`config.mk`:
```
export PLATFORM = sky130hd
export DESIGN_NAME = sts_sample_acc
export DESIGN_NICKNAME = d
export VERILOG_FILES = /design/src/sv/sts_pkg.sv /design/src/sv/sts_sample_acc.sv
export SDC_FILE = /design/constraint.sdc
export NUM_CORES = 1
export LEC_CHECK = 0
export BUFFER_PORTS_ARGS = -buffer_cell sky130_fd_sc_hd__clkbuf_2
export CORE_ASPECT_RATIO = 0.7
export CORE_MARGIN = 3
export CORE_UTILIZATION = 40
export DETAILED_ROUTE_END_ITERATION = 6
export SETUP_SLACK_MARGIN = 0.3
export SYNTH_ARGS = -nofsm -noshare
export SYNTH_HDL_FRONTEND = slang
export SYNTH_SLANG_ARGS = --single-unit
```
`constraint.sdc`:
```
create_clock -name clk -period 2.97 [get_ports clk]
set_clock_uncertainty 0.15 [all_clocks]
set_input_delay 0.297 -clock clk [delete_from_list [all_inputs] [get_ports clk]]
set_output_delay 0.297 -clock clk [all_outputs]
set_load 0.005 [all_outputs]
```
`src/sv/sts_pkg.sv`:
```
// Shared types and constants for the scope trace smoother.
package sts_pkg;

  // Fixed field widths of the item and result channels
  localparam int CH_FW    = 5;
  localparam int COL_FW   = 5;
  localparam int SAMPLE_W = 8;
  localparam int ROW_FW   = 6;
  localparam int COLOUR_W = 2;
  localparam int WEIGHT_W = 9;

  // Four samples per column, summed into a two-bit wider word
  localparam int N_SAMPLES = 4;
  localparam int SUM_W     = SAMPLE_W + 2;

  // Serial multiplier operands: signed difference of two samples times 9-bit weight
  localparam int MCAND_W = SAMPLE_W + 2;
  localparam int PROD_W  = MCAND_W + WEIGHT_W;

  // Blend is out of 256, row scale is out of 128
  localparam int BLEND_SHIFT = 8;
  localparam int ROW_SHIFT   = 7;

  localparam logic [WEIGHT_W-1:0] WEIGHT_RESET = 9'd96;
  localparam logic [WEIGHT_W-1:0] WEIGHT_FULL  = 9'd256;

  typedef logic signed [SAMPLE_W-1:0] sample_t;

  typedef enum logic [COLOUR_W-1:0] {
    COLOUR_UNUSED = 2'd0,
    COLOUR_NORMAL = 2'd1,
    COLOUR_MUTED  = 2'd2,
    COLOUR_SOLO   = 2'd3
  } colour_t;

  typedef enum logic [2:0] {
    ST_CLEAR,
    ST_IDLE,
    ST_SUM,
    ST_BLEND,
    ST_SCALE,
    ST_ROW
  } state_t;

endpackage

```
`src/sv/sts_sample_acc.sv`:
```
// Sample shift line: sums the four samples one per cycle.
module sts_sample_acc import sts_pkg::*; (
  input  logic                    clk,
  input  logic                    rst,
  input  logic                    load,
  input  sample_t                 samples [N_SAMPLES],
  output logic                    done,
  output logic signed [SUM_W-1:0] sum
);

  localparam int CNT_W = $clog2(N_SAMPLES + 1);

  sample_t          sh [N_SAMPLES];
  logic [CNT_W-1:0] cnt;

  // shift samples toward slot 0, add slot 0 each step
  always_ff @(posedge clk) begin
    if (load) begin
      sh  <= samples;
      sum <= '0;
    end else if (cnt != '0) begin
      sum <= sum + SUM_W'(sh[0]);
      for (int i = 0; i < N_SAMPLES - 1; i++) begin
        sh[i] <= sh[i+1];
      end
    end
  end

  // step count
  always_ff @(posedge clk) begin
    if (rst) begin
      cnt <= '0;
    end else if (load) begin
      cnt <= CNT_W'(N_SAMPLES);
    end else if (cnt != '0) begin
      cnt <= cnt - 1'b1;
    end
  end

  assign done = (cnt == '0);

endmodule

```
-- Word level (Yosys, flattened, before mapping)
Index checks and enable logic that the tools add are counted.
W data, S select, Z words.
- bits in registers: 45
- input bits: 35
- add/sub/neg operators: 2
- mux-type cells: 4
- reduce and logical (&&, ||, !) cells: 4
- operators with widths (cell ; count):
    $mux W24 ; 2
    $add A10 B8 Y10 ; 1
    $mux W3 ; 2
    $logic_not A3 Y1 ; 1
    $reduce_bool A3 Y1 ; 1
    $sub A3 B1 Y3 const B ; 1
    $reduce_bool A2 Y1 ; 1
    $reduce_or A2 Y1 ; 1

-- Depth between registers and ports, before layout
- word-level depth: 3
- mapped depth: 8
- depth with buffers taken out: 8

-- Worst setup path before layout
OpenSTA, ideal clock, no wires.
- path type: flip-flop to flip-flop
- start point: reg cnt[0]
- end point: reg sh[10] (netlist bit), enable pin
- setup time: 0.425 ns
- data arrival time: 1.599 ns
- data required time: 2.395 ns
- path slack: 0.796 ns
- cell stages (with the launch flop): 8
- cell sequence: dfxtp_1 inv_1 ha_1 nand2b_1 inv_1 clkbuf_1 buf_2 nand2_1
- cells in the longest elaborated chain, start to end: 2
- ends and longest elaborated chain (item ; line ; text):
    start, declared ; sts_sample_acc.sv:14 ; logic [CNT_W-1:0] cnt;
    start signal, assigned ; sts_sample_acc.sv:34 ; cnt <= CNT_W'(N_SAMPLES);
    start signal, assigned ; sts_sample_acc.sv:36 ; cnt <= cnt - 1'b1;
    $reduce_bool A3 Y1 ; sts_sample_acc.sv:21 ; end else if (cnt != '0) begin
    $reduce_bool A2 Y1 (no source line) ; -- ;
    end signal, assigned ; sts_sample_acc.sv:19 ; sh <= samples;
    end signal, assigned by index ; sts_sample_acc.sv:24 ; sh[i] <= sh[i+1];
    end, declared ; sts_sample_acc.sv:13 ; sample_t sh [N_SAMPLES];
Every way passes these cells.
A chain may end at the register's enable or synchronous reset.

-- Worst setup path after layout
- start point: reg cnt[0]
- end point: reg sum[9]
- cells in the longest elaborated chain, start to end: 1
- ends and longest elaborated chain (item ; line ; text):
    $reduce_bool A3 Y1 ; sts_sample_acc.sv:21 ;
    end signal, assigned ; sts_sample_acc.sv:22 ; sum <= sum + SUM_W'(sh[0]);
    end, declared ; sts_sample_acc.sv:8 ; output logic signed [SUM_W-1:0] sum
Every way passes these cells.

==> run metrics <==
status=completed; area leader, netlist=edfxtp_1; worst vdd ir=0.340 mV; worst hold start=samples[7]; Seq/Total Area, Yosys=54.8%; top cell type's share of synthesized area=43.1%; Synth Flop Type=edfxtp_1; via count=1,548; Avg Synthesized Cell Area=12.2 µm²; Sw Ratio=28.5%; placed cells=293; vias in the first global route=1,432; placer congestion estimate=0.763; Post-synth top cells=edfxtp_1, mux2_2, dfxtp_1; Layout Cells excl Fill=304; Vias per Instance=5.09; Nets=278; Final Cycle Share=76.1%; Max Clk Rate=443 MHz; DRT Pass-1 Iters=4; Max transition margin=70.6%; worst hold path type=in -> reg; Worst Hold Depth=1; Setup Viol. Count Final=0; Max Slew Vio Count=0; Sw Pwr=0.541 mW; share of layout cells above drive strength 1=35.8%; Die ar.=6520 µm²; Rows=22; routed len/inst=14.0 µm; Root Buffer Master=clkbuf_8; sequential power share=44.3%; count leader, synth=edfxtp_1; Synth area leaders=edfxtp_1, mux2_2, dfxtp_1, ha_1, a21oi_1; IO Pins=46; chip width=95.2 µm; FF-to-FF Start=cnt[0]; Antenna Cells=0; post-CTS sizing=0; largest net degree at the start of global routing=30; Hold Fails Final Rpt=0; FF+latch area=1220 µm²; slew of the pin with the lowest slew margin=441 ps; Total Wirelength=4250 µm; Worst Path Max Fanout=11; FF-to-FF path depth=7; Clock Latency Late Sink=300 ps; async set-reset flop share out of synthesis=0%; hpwl dp=3050 µm; CTS Buf Count=5; Cells after Synth=182; RR Endpoint=sum[9]; Setup CP Type=reg -> reg; fillcell total=479; port bufs=45; Combinational Power Share=26.4%; Max clock buf depth=2; die height=68.4 µm; Setup crit end kind=register; Worst-path clk slew=90 ps; Final min period=2260 ps; Overflow after GRT=0; Starting Density=41.9%; Post-Syn Nets=229; FF+latch count, synth=45; power share of the clock group=29.4%; Final Instance Area=2710 µm²; DRC violations left=0; initial drt markers=89; leakage=1.12 nW; unrepaired setup endpoints after global routing=false; placed inst area=2540 µm²; first-pass GRT wire length=6990 µm; CTS Sinks=45; Arr. time, crit path=2360 ps; initial antenna violation count=0; total track usage=14.4%; multi-input logic area=931 µm²; R2R setup slack=710 ps; Syn-to-layout area delta=21.5%; CP Launch Type=register; Cell Pwr Density=702 nW/µm²; Synth Cell Area=2230 µm²; Synth warnings=0; Core ar.=5310 µm²; max capacitance violation total=0; EDFF count, synth=32; H-tree depth=2; WP data required=3070 ps; Netlist cell types=39; Cell Int Power=1.36 mW; hold endpoint=sh[7]; CTS tree=built; final setup TNS=0 ps; post-route ant nets=0
## cell type report
cell class                 instances  share of cell area, %
clock buffer                       5                   2.54
clock inverter                     3                   2.54
inverter                          10                   1.39
multi-input combinational        118                   34.4
sequential                        45                   45.1
tap                               72                   3.33
timing repair buffer              51                   10.7
## timing repair
item	CTS	global route
endpoints found under the hold margin	0	3
hold buffers	0	3
setup buffers	0	0
## worst max path at each step
stage,from,endpoint,slack (ps)
global placement,cnt[0],sum[9],790
global route,cnt[0],sum[9],540
detailed placement,cnt[0],sum[9],720
floorplan,cnt[0],sh[10],800
CTS,cnt[0],sum[9],700
finish,cnt[0],sum[9],710
## per-layer routing
layer	vias to the layer above	global-route usage, %	wire length (µm)
met4	0	4.32	53
met3	6	6.15	359
met1	707	19.9	1990
met2	45	20.2	1840
met5	-	0	0
li1	790	-	-
## critical path, cell delays in order (launching register included)
cell and delay (ps):
dfxtp_1 310, inv_1 70, ha_1 210, nand2b_1 330, inv_1 260, or4_1 470
or2_2 290, nand4_1 90
## placed cells by master (no fill, tap or decap), types with 3 or more instances in the layout
master         instances
nor2_1                 6
dlygate4sd3_1          3
inv_1                 10
a21oi_1               11
clkbuf_8               5
o21a_1                 5
mux2_2                24
a211oi_1               3
nand3_1                7
nand4_1                4
dfxtp_1               13
ha_1                  11
nor4b_1                3
o21ai_0                3
nand2_1               10
or4_1                  3
edfxtp_1              32
nor3_1                 6
clkbuf_2              45
## per-stage QoR
| stage | utilization, % | hold WS, ps | power (mW) | setup WS, ps |
|---|---|---|---|---|
| 4_1_cts | 50.4 | 3.31 | 1.91 | 699 |
| 2_1_floorplan | - | 216 | 1.19 | 796 |
| 3_3_place_gp | 47.8 | 321 | 1.35 | 788 |
| 5_1_grt | 51.0 | 0.728 | 2.02 | 543 |
| 3_5_place_dp | 47.8 | 319 | 1.35 | 724 |
| 6_report | 51.0 | 7.98 | 1.90 | 711 |
## power by group through the flow
| stage | logic [mW] | registers, mW | clock network [mW] |
|---|---|---|---|
| 6_report | 0.502 | 0.842 | 0.558 |
| 5_1_grt | 0.564 | 0.854 | 0.597 |
| 4_1_cts | 0.500 | 0.843 | 0.569 |
| 3_5_place_dp | 0.493 | 0.857 | 0 |
| 3_3_place_gp | 0.495 | 0.854 | 0 |
| 2_1_floorplan | 0.348 | 0.844 | 0 |
## sequential cells by signal (all words and copies together), names as in the netlist
signal and flops:
sh 32, sum 10, cnt 3
## cell families (layout without fill, tap and decap cells)
logic type,after synthesis,count (layout),share of synthesized area (%)
xor gates and xnor gates,1,1,0.393
adders and majority gates,12,12,7.07
and+or+nand+nor,46,46,11.4
buffers and inverters,19,69,3.42
AOI/OAI and AO/OA,33,33,9.88
muxes,26,26,13.0
DFF,45,45,54.8
No activity file was read; power rests on OpenSTA's default activity.
