`config.mk`:
```
export PLATFORM = sky130hd
export DESIGN_NAME = sts_serial_mul
export DESIGN_NICKNAME = d
export VERILOG_FILES = /design/src/sv/sts_pkg.sv /design/src/sv/sts_serial_mul.sv
export SDC_FILE = /design/constraint.sdc
export NUM_CORES = 1
export LEC_CHECK = 0
export BUFFER_PORTS_ARGS = -buffer_cell sky130_fd_sc_hd__buf_2
export CORE_MARGIN = 5
export CORE_UTILIZATION = 40
export CTS_CLUSTER_SIZE = 25
export DETAILED_ROUTE_END_ITERATION = 10
export SYNTH_ARGS = -nofsm -noshare
export SYNTH_HDL_FRONTEND = slang
export SYNTH_SLANG_ARGS = --single-unit
```
`constraint.sdc`:
```
create_clock -name clk -period 5.65 [get_ports clk]
set_input_delay 1.13 -clock clk [delete_from_list [all_inputs] [get_ports clk]]
set_output_delay 1.13 -clock clk [all_outputs]
set_load 0.02 [all_outputs]
```
`src/sv/sts_pkg.sv`:
```
// Shared types and constants for the scope trace smoother.
package sts_pkg;

  // Fixed field widths of the item and result channels
  localparam int CH_FW    = 5;
  localparam int COL_FW   = 5;
  localparam int SAMPLE_W = 8;
  localparam int ROW_FW   = 6;
  localparam int COLOUR_W = 2;
  localparam int WEIGHT_W = 9;

  // Four samples per column, summed into a two-bit wider word
  localparam int N_SAMPLES = 4;
  localparam int SUM_W     = SAMPLE_W + 2;

  // Serial multiplier operands: signed difference of two samples times 9-bit weight
  localparam int MCAND_W = SAMPLE_W + 2;
  localparam int PROD_W  = MCAND_W + WEIGHT_W;

  // Blend is out of 256, row scale is out of 128
  localparam int BLEND_SHIFT = 8;
  localparam int ROW_SHIFT   = 7;

  localparam logic [WEIGHT_W-1:0] WEIGHT_RESET = 9'd96;
  localparam logic [WEIGHT_W-1:0] WEIGHT_FULL  = 9'd256;

  typedef logic signed [SAMPLE_W-1:0] sample_t;

  typedef enum logic [COLOUR_W-1:0] {
    COLOUR_UNUSED = 2'd0,
    COLOUR_NORMAL = 2'd1,
    COLOUR_MUTED  = 2'd2,
    COLOUR_SOLO   = 2'd3
  } colour_t;

  typedef enum logic [2:0] {
    ST_CLEAR,
    ST_IDLE,
    ST_SUM,
    ST_BLEND,
    ST_SCALE,
    ST_ROW
  } state_t;

endpackage

```
`src/sv/sts_serial_mul.sv`:
```
// Digit-serial signed by unsigned multiplier, two multiplier bits per cycle.
module sts_serial_mul import sts_pkg::*; (
  input  logic                      clk,
  input  logic                      rst,
  input  logic                      start,
  input  logic signed [MCAND_W-1:0] mcand,
  input  logic [WEIGHT_W-1:0]       mplier,
  output logic                      done,
  output logic signed [PROD_W-1:0]  product
);

  localparam int DIG_W = 2;
  localparam int N_DIG = (WEIGHT_W + DIG_W - 1) / DIG_W;
  localparam int CNT_W = $clog2(N_DIG + 1);

  logic signed [PROD_W-1:0] mc_sh;
  logic [WEIGHT_W-1:0]      ml_sh;
  logic [CNT_W-1:0]         cnt;
  logic                     busy;
  logic signed [PROD_W-1:0] pp;

  // partial product of the current two-bit digit
  always_comb begin
    pp = '0;
    if (ml_sh[0]) begin
      pp = pp + mc_sh;
    end
    if (ml_sh[1]) begin
      pp = pp + (mc_sh <<< 1);
    end
  end

  // multiplicand shifts up, multiplier shifts down, one digit a cycle
  always_ff @(posedge clk) begin
    if (start) begin
      mc_sh   <= PROD_W'(mcand);
      ml_sh   <= mplier;
      product <= '0;
    end else if (cnt != '0) begin
      product <= product + pp;
      mc_sh   <= mc_sh <<< DIG_W;
      ml_sh   <= ml_sh >> DIG_W;
    end
  end

  // digit count and busy flag
  always_ff @(posedge clk) begin
    if (rst) begin
      cnt  <= '0;
      busy <= 1'b0;
    end else if (start) begin
      cnt  <= CNT_W'(N_DIG);
      busy <= 1'b1;
    end else begin
      if (cnt != '0) begin
        cnt <= cnt - 1'b1;
      end
      if (done) begin
        busy <= 1'b0;
      end
    end
  end

  assign done = busy && (cnt == '0);

  // every multiplier digit consumed once the product is reported
  a_digits_used: assert property (@(posedge clk) disable iff (rst)
    done |-> ml_sh == '0)
    else $error("multiplier digits left at done");

  // no new product while one is still being built
  a_no_overlap: assert property (@(posedge clk) disable iff (rst)
    start |-> !busy || done)
    else $error("multiplier restarted while busy");

  // a started product is under way, busy and not yet done, once start is taken
  a_finish: assert property (@(posedge clk) disable iff (rst)
    start |=> busy && !done)
    else $error("multiplier did not run after start");

endmodule

```
### Word-level counts from Yosys, hierarchy flattened

Index checks and enable logic that the tools add are counted.

* bits in registers: 51
* input bits: 22
* output and inout port bits: 20
* logic and storage cells: 25

* add/sub/neg operators: 3
* mux-type cells: 10
* reductions and logical operators: 6

Operators by type and width (count)
* $mux 19: 4
* $add 19x19->19: 2
* $mux 9: 2
* $mux 3: 2
* $reduce_bool 2->1: 2
* $logic_not 3->1: 1
* $reduce_bool 3->1: 1
* $sub 3x1->3 const B: 1
* $mux 1: 2
* $reduce_or 2->1: 1
* $logic_and 1x1->1: 1

### Depth between registers and ports, before layout

* depth in word-level cells: 4
* mapped depth: 23
* mapped depth without buffers: 22

### Worst setup path after synthesis

OpenSTA, ideal clock, no wires.

* kind: reg2reg
* from: register ml_sh[0]
* to: register product[18]
* setup time: 0.123 ns
* arrival time: 4.911 ns
* data required time: 5.527 ns
* slack: 0.616 ns
* cell stages (with the launch flop): 20
* buffers on the path: 2
* clock period less this slack: 5.034 ns
* cells stage by stage: edfxtp_1 -> buf_2 -> clkbuf_1 -> nand2_1 -> fa_1 -> o311ai_4 -> nand4_2 -> a311oi_2 -> o22ai_1 -> xnor2_1 -> mux2_2 -> ha_1 -> nand2_2 -> or4_1 -> a31o_1 -> nand3_2 -> a41oi_2 -> or3_1 -> a21oi_1 -> mux2_1

* word-level cells in the longest chain between the ends: 4

RTL lines
* start: declaration: line sts_serial_mul.sv:17 `logic [WEIGHT_W-1:0] ml_sh;`
* start signal: assignment: line sts_serial_mul.sv:37 `ml_sh <= mplier;`
* start signal: assignment: line sts_serial_mul.sv:42 `ml_sh <= ml_sh >> DIG_W;`
* $mux 19 (*): line sts_serial_mul.sv:25 `if (ml_sh[0]) begin`
* $add 19x19->19: line sts_serial_mul.sv:29 `pp = pp + (mc_sh <<< 1);`
* $mux 19 (*): line sts_serial_mul.sv:28 `if (ml_sh[1]) begin`
* $add 19x19->19 (*): line sts_serial_mul.sv:40 `product <= product + pp;`
* end signal: assignment: line sts_serial_mul.sv:40
* end: declaration: line sts_serial_mul.sv:9 `output logic signed [PROD_W-1:0] product`

Every way passes the cells marked *; elsewhere a longest branch is shown, timed or not.
A chain may end at the register's enable or synchronous reset.

### Final worst setup path

* from: register mc_sh[2]
* to: register product[18]

* word-level cells in the longest chain between the ends: 4

RTL lines
* start: declaration: line sts_serial_mul.sv:16 `logic signed [PROD_W-1:0] mc_sh;`
* start signal: assignment: line sts_serial_mul.sv:36 `mc_sh <= PROD_W'(mcand);`
* start signal: assignment: line sts_serial_mul.sv:41 `mc_sh <= mc_sh <<< DIG_W;`
* $mux 19: line sts_serial_mul.sv:25
* $add 19x19->19: line sts_serial_mul.sv:29
* $mux 19 (*): line sts_serial_mul.sv:28
* $add 19x19->19 (*): line sts_serial_mul.sv:40

Marked as above.

==> metrics.cfg <==
[sta]
post-route-min-period_ns = 5.17
rsz0062_at_grt = false
fin_setup_tns_ns = 0
setup_viol = 0
fmax_mhz = 194
post-route-period-util = 0.914
worst-slew-pin-transition_ns = 1.15
hold_violations = 0
relSlewSlack = 0.230
skew_ns = 0.00452
slew_viol_final = 0

[logic_synthesis]
synth_ff_type = edfxtp_1
synthXorXnorAreaFrac = 0.0597
synth.ff_latch_count = 51
synth_common_cells = 50 x nand2_1, 41 x nor2_1, 40 x a21oi_1
yosysMostFrequentCell = nand2_1
yosysSeqAreaShare = 0.317
synth-edff-count = 28
ys_types = 69
syn-num-nets = 524
syn_inst = 467
synthTopCellsByArea = edfxtp_1 20%, dfxtp_1 11%, ha_1 10%
synthAdderAreaFrac = 0.110
synthMuxAreaShare = 0.0649
synth-compound-area-share = 0.219
syn-cell-area_mm2 = 0.00411
synth_warnings = 0
synth_top_family_by_area = compound AO/OA/AOI/OAI gates
avgSynthCellArea_um2 = 8.80
ys_async_sr_fraction = 0
synth.largest_area_cell = edfxtp_1
synthSimpleGateAreaFrac = 0.171
yosysTopAreaCellShare = 0.205

[floorplan]
pin_count = 42
fp.dieW_um = 111
initial_core_util = 0.403
die_y_um = 111
die-area_mm2 = 0.0124
std_cell_rows = 37
core_mm2 = 0.0102

[worst_setup_path]
path_class = register to register
reg2reg_depth = 17
critPathMaxStageDelay_ns = 0.60
cp.arrival_ns = 5.37
crit_fanout = 10
r2r-end = product[18]$_SDFFE_PP0N_
worstReg2RegStart = mc_sh[2]$_DFFE_PP_
path_cells = nand2_1, fa_1, o311ai_4, nand4_2, a311oi_2, o22ai_1, xnor2_1, mux2_2, ha_1, nand2_2, or4_1, a31o_1, nand3_2, a41oi_2, or3_1, a21oi_1, mux2_1
startpoint_type = register
reg2reg_slack_ns = 0.48
startpoint = mc_sh[2]$_DFFE_PP_
cp-end-kind = register
crit_path_top_delay_cell = edfxtp_1
cp-endpoint = product[18]$_SDFFE_PP0N_
cp.required_ns = 5.85

[clock_tree]
post_cts_buffers = 0
hold_buffers = 0
clk_latency_ns = 0.30
cts_sinks = 51
root_buffer = clkbuf_8
path_clk_slew_ns = 0.10
h-tree-depth = 2
post_cts_resized = 0
cts_tree = done
clk_path_buf_depth = 2
numCtsBuffers = 5

[final_layout]
nNetsFinal = 553
antenna_cells = 0
final_layout_size_suffix_gt1_frac = 0.177
syn_to_final_growth_pct = 8.56

[placement]
hpwl_um = 7100
portBuffers = 41
gp_congestion = 0.887

[detailed_routing]
routed_via_density = 5.43
drc = 0
drt_wl_total_um = 9270
vias = 3435
drt_iter0_drc = 162
postRouteAntennaNets = 0
wl_per_cell_um = 14.6
first_pass_iters = 4

[run]
cap_violations = 0

[power]
p_leak_nw = 1.92
finalPower_mw = 1.81
ir_drop_mv = 0.185
powerDensity_mw_per_mm2 = 406

[outcome]
status = completed

[global_route]
grt_first_pass_wirelength_um = 16100
overflow = 0
grt_use_total = 0.154
grt_pass1_vias = 3398
grt_start_max_net_pins = 55
grt_antenna_before_repair = 0

[min_path]
hp-class = register to register
min_path_cells = 2

## how the worst min path moves through the flow
| stage | endpoint | start | slack (ns) |
|---|---|---|---|
| after global placement | busy$_SDFFE_PP0P_ | busy$_SDFFE_PP0P_ | 0.46 |
| final | product[15]$_SDFFE_PP0N_ | product[15]$_SDFFE_PP0N_ | 0.48 |
| after global routing | product[0]$_SDFFE_PP0N_ | product[0]$_SDFFE_PP0N_ | 0.51 |
| after floorplan | busy$_SDFFE_PP0P_ | busy$_SDFFE_PP0P_ | 0.45 |
| after detailed placement | busy$_SDFFE_PP0P_ | busy$_SDFFE_PP0P_ | 0.47 |
| after CTS | product[0]$_SDFFE_PP0N_ | product[0]$_SDFFE_PP0N_ | 0.49 |
## flip-flops by register name (all words and copies together) (netlist names)
signal / count
ml_sh: 9
mc_sh: 19
busy: 1
product: 19
cnt: 3
## per-layer routing
layer  wire (µm)  global-route usage  share of wire
met1        4340               0.202           0.47
met2        4530               0.270           0.49
met3         349              0.0234          0.038
met4          50              0.0284         0.0054
met5           0                   0              0
## through the flow
step	instances	setup WS (ns)	util	area [µm²]	hold WS, ns
after global routing	633	0.166	0.438	4460	0.508
after detailed placement	625	0.502	0.430	4380	0.470
final	633	0.483	0.438	4460	0.481
after CTS	633	0.483	0.438	4460	0.487
after floorplan	467	0.616	-	4110	0.448
after global placement	625	0.665	0.430	4380	0.460
## critical path, delay by kind of cell, from the launching register on
family / cells / cell delay (ns)
and+or+nand+nor: 6 / 1.37
DFF: 1 / 0.60
muxes: 2 / 0.60
AOI/OAI and AO/OA: 6 / 1.49
xor gates and xnor gates: 1 / 0.15
adders and majority gates: 2 / 0.85
## logic make-up after synthesis
family	count (synthesis)
adder cells (fa/ha/maj)	35
AND/OR/NAND/NOR	148
XOR/XNOR	28
AO/OA/AOI/OAI	132
multiplexers	24
flip-flops	51
buffers and inverters	49
## placed cells by master (no fill, tap or decap), types with 3 or more instances in the layout
cell / instances
dfxtp_1: 23
mux2i_1: 3
nand2_2: 3
xor2_1: 6
nand4_1: 3
a21o_1: 11
edfxtp_1: 28
nand2b_1: 3
xnor2_1: 22
nand3_1: 12
mux2_2: 20
ha_1: 33
a211oi_1: 5
o211ai_1: 5
a21oi_1: 40
or3_1: 5
nor2b_1: 3
and2_1: 8
nor2_1: 41
buf_2: 41
clkbuf_8: 5
o21ai_0: 29
o22ai_1: 3
nand2_1: 50
a311oi_1: 3
a22o_1: 4
inv_1: 24
o2111ai_1: 3
buf_4: 5
nor3_1: 6
## cell type report
class                      instances  area (µm²)
timing repair buffer              46         243
clock inverter                     2        12.5
sequential                        51        1300
multi-input combinational        367        2570
fill                            1047        5720
clock buffer                       6        72.6
tap                              136         170
inverter                          25        93.8
## power by group
group          total (mW)  internal [mW]  switching, mW
logic                1.02          0.434          0.581
registers           0.581          0.487         0.0941
clock network       0.214         0.0867          0.128
total                1.81           1.01          0.803
(Power assumes the default switching activity.)
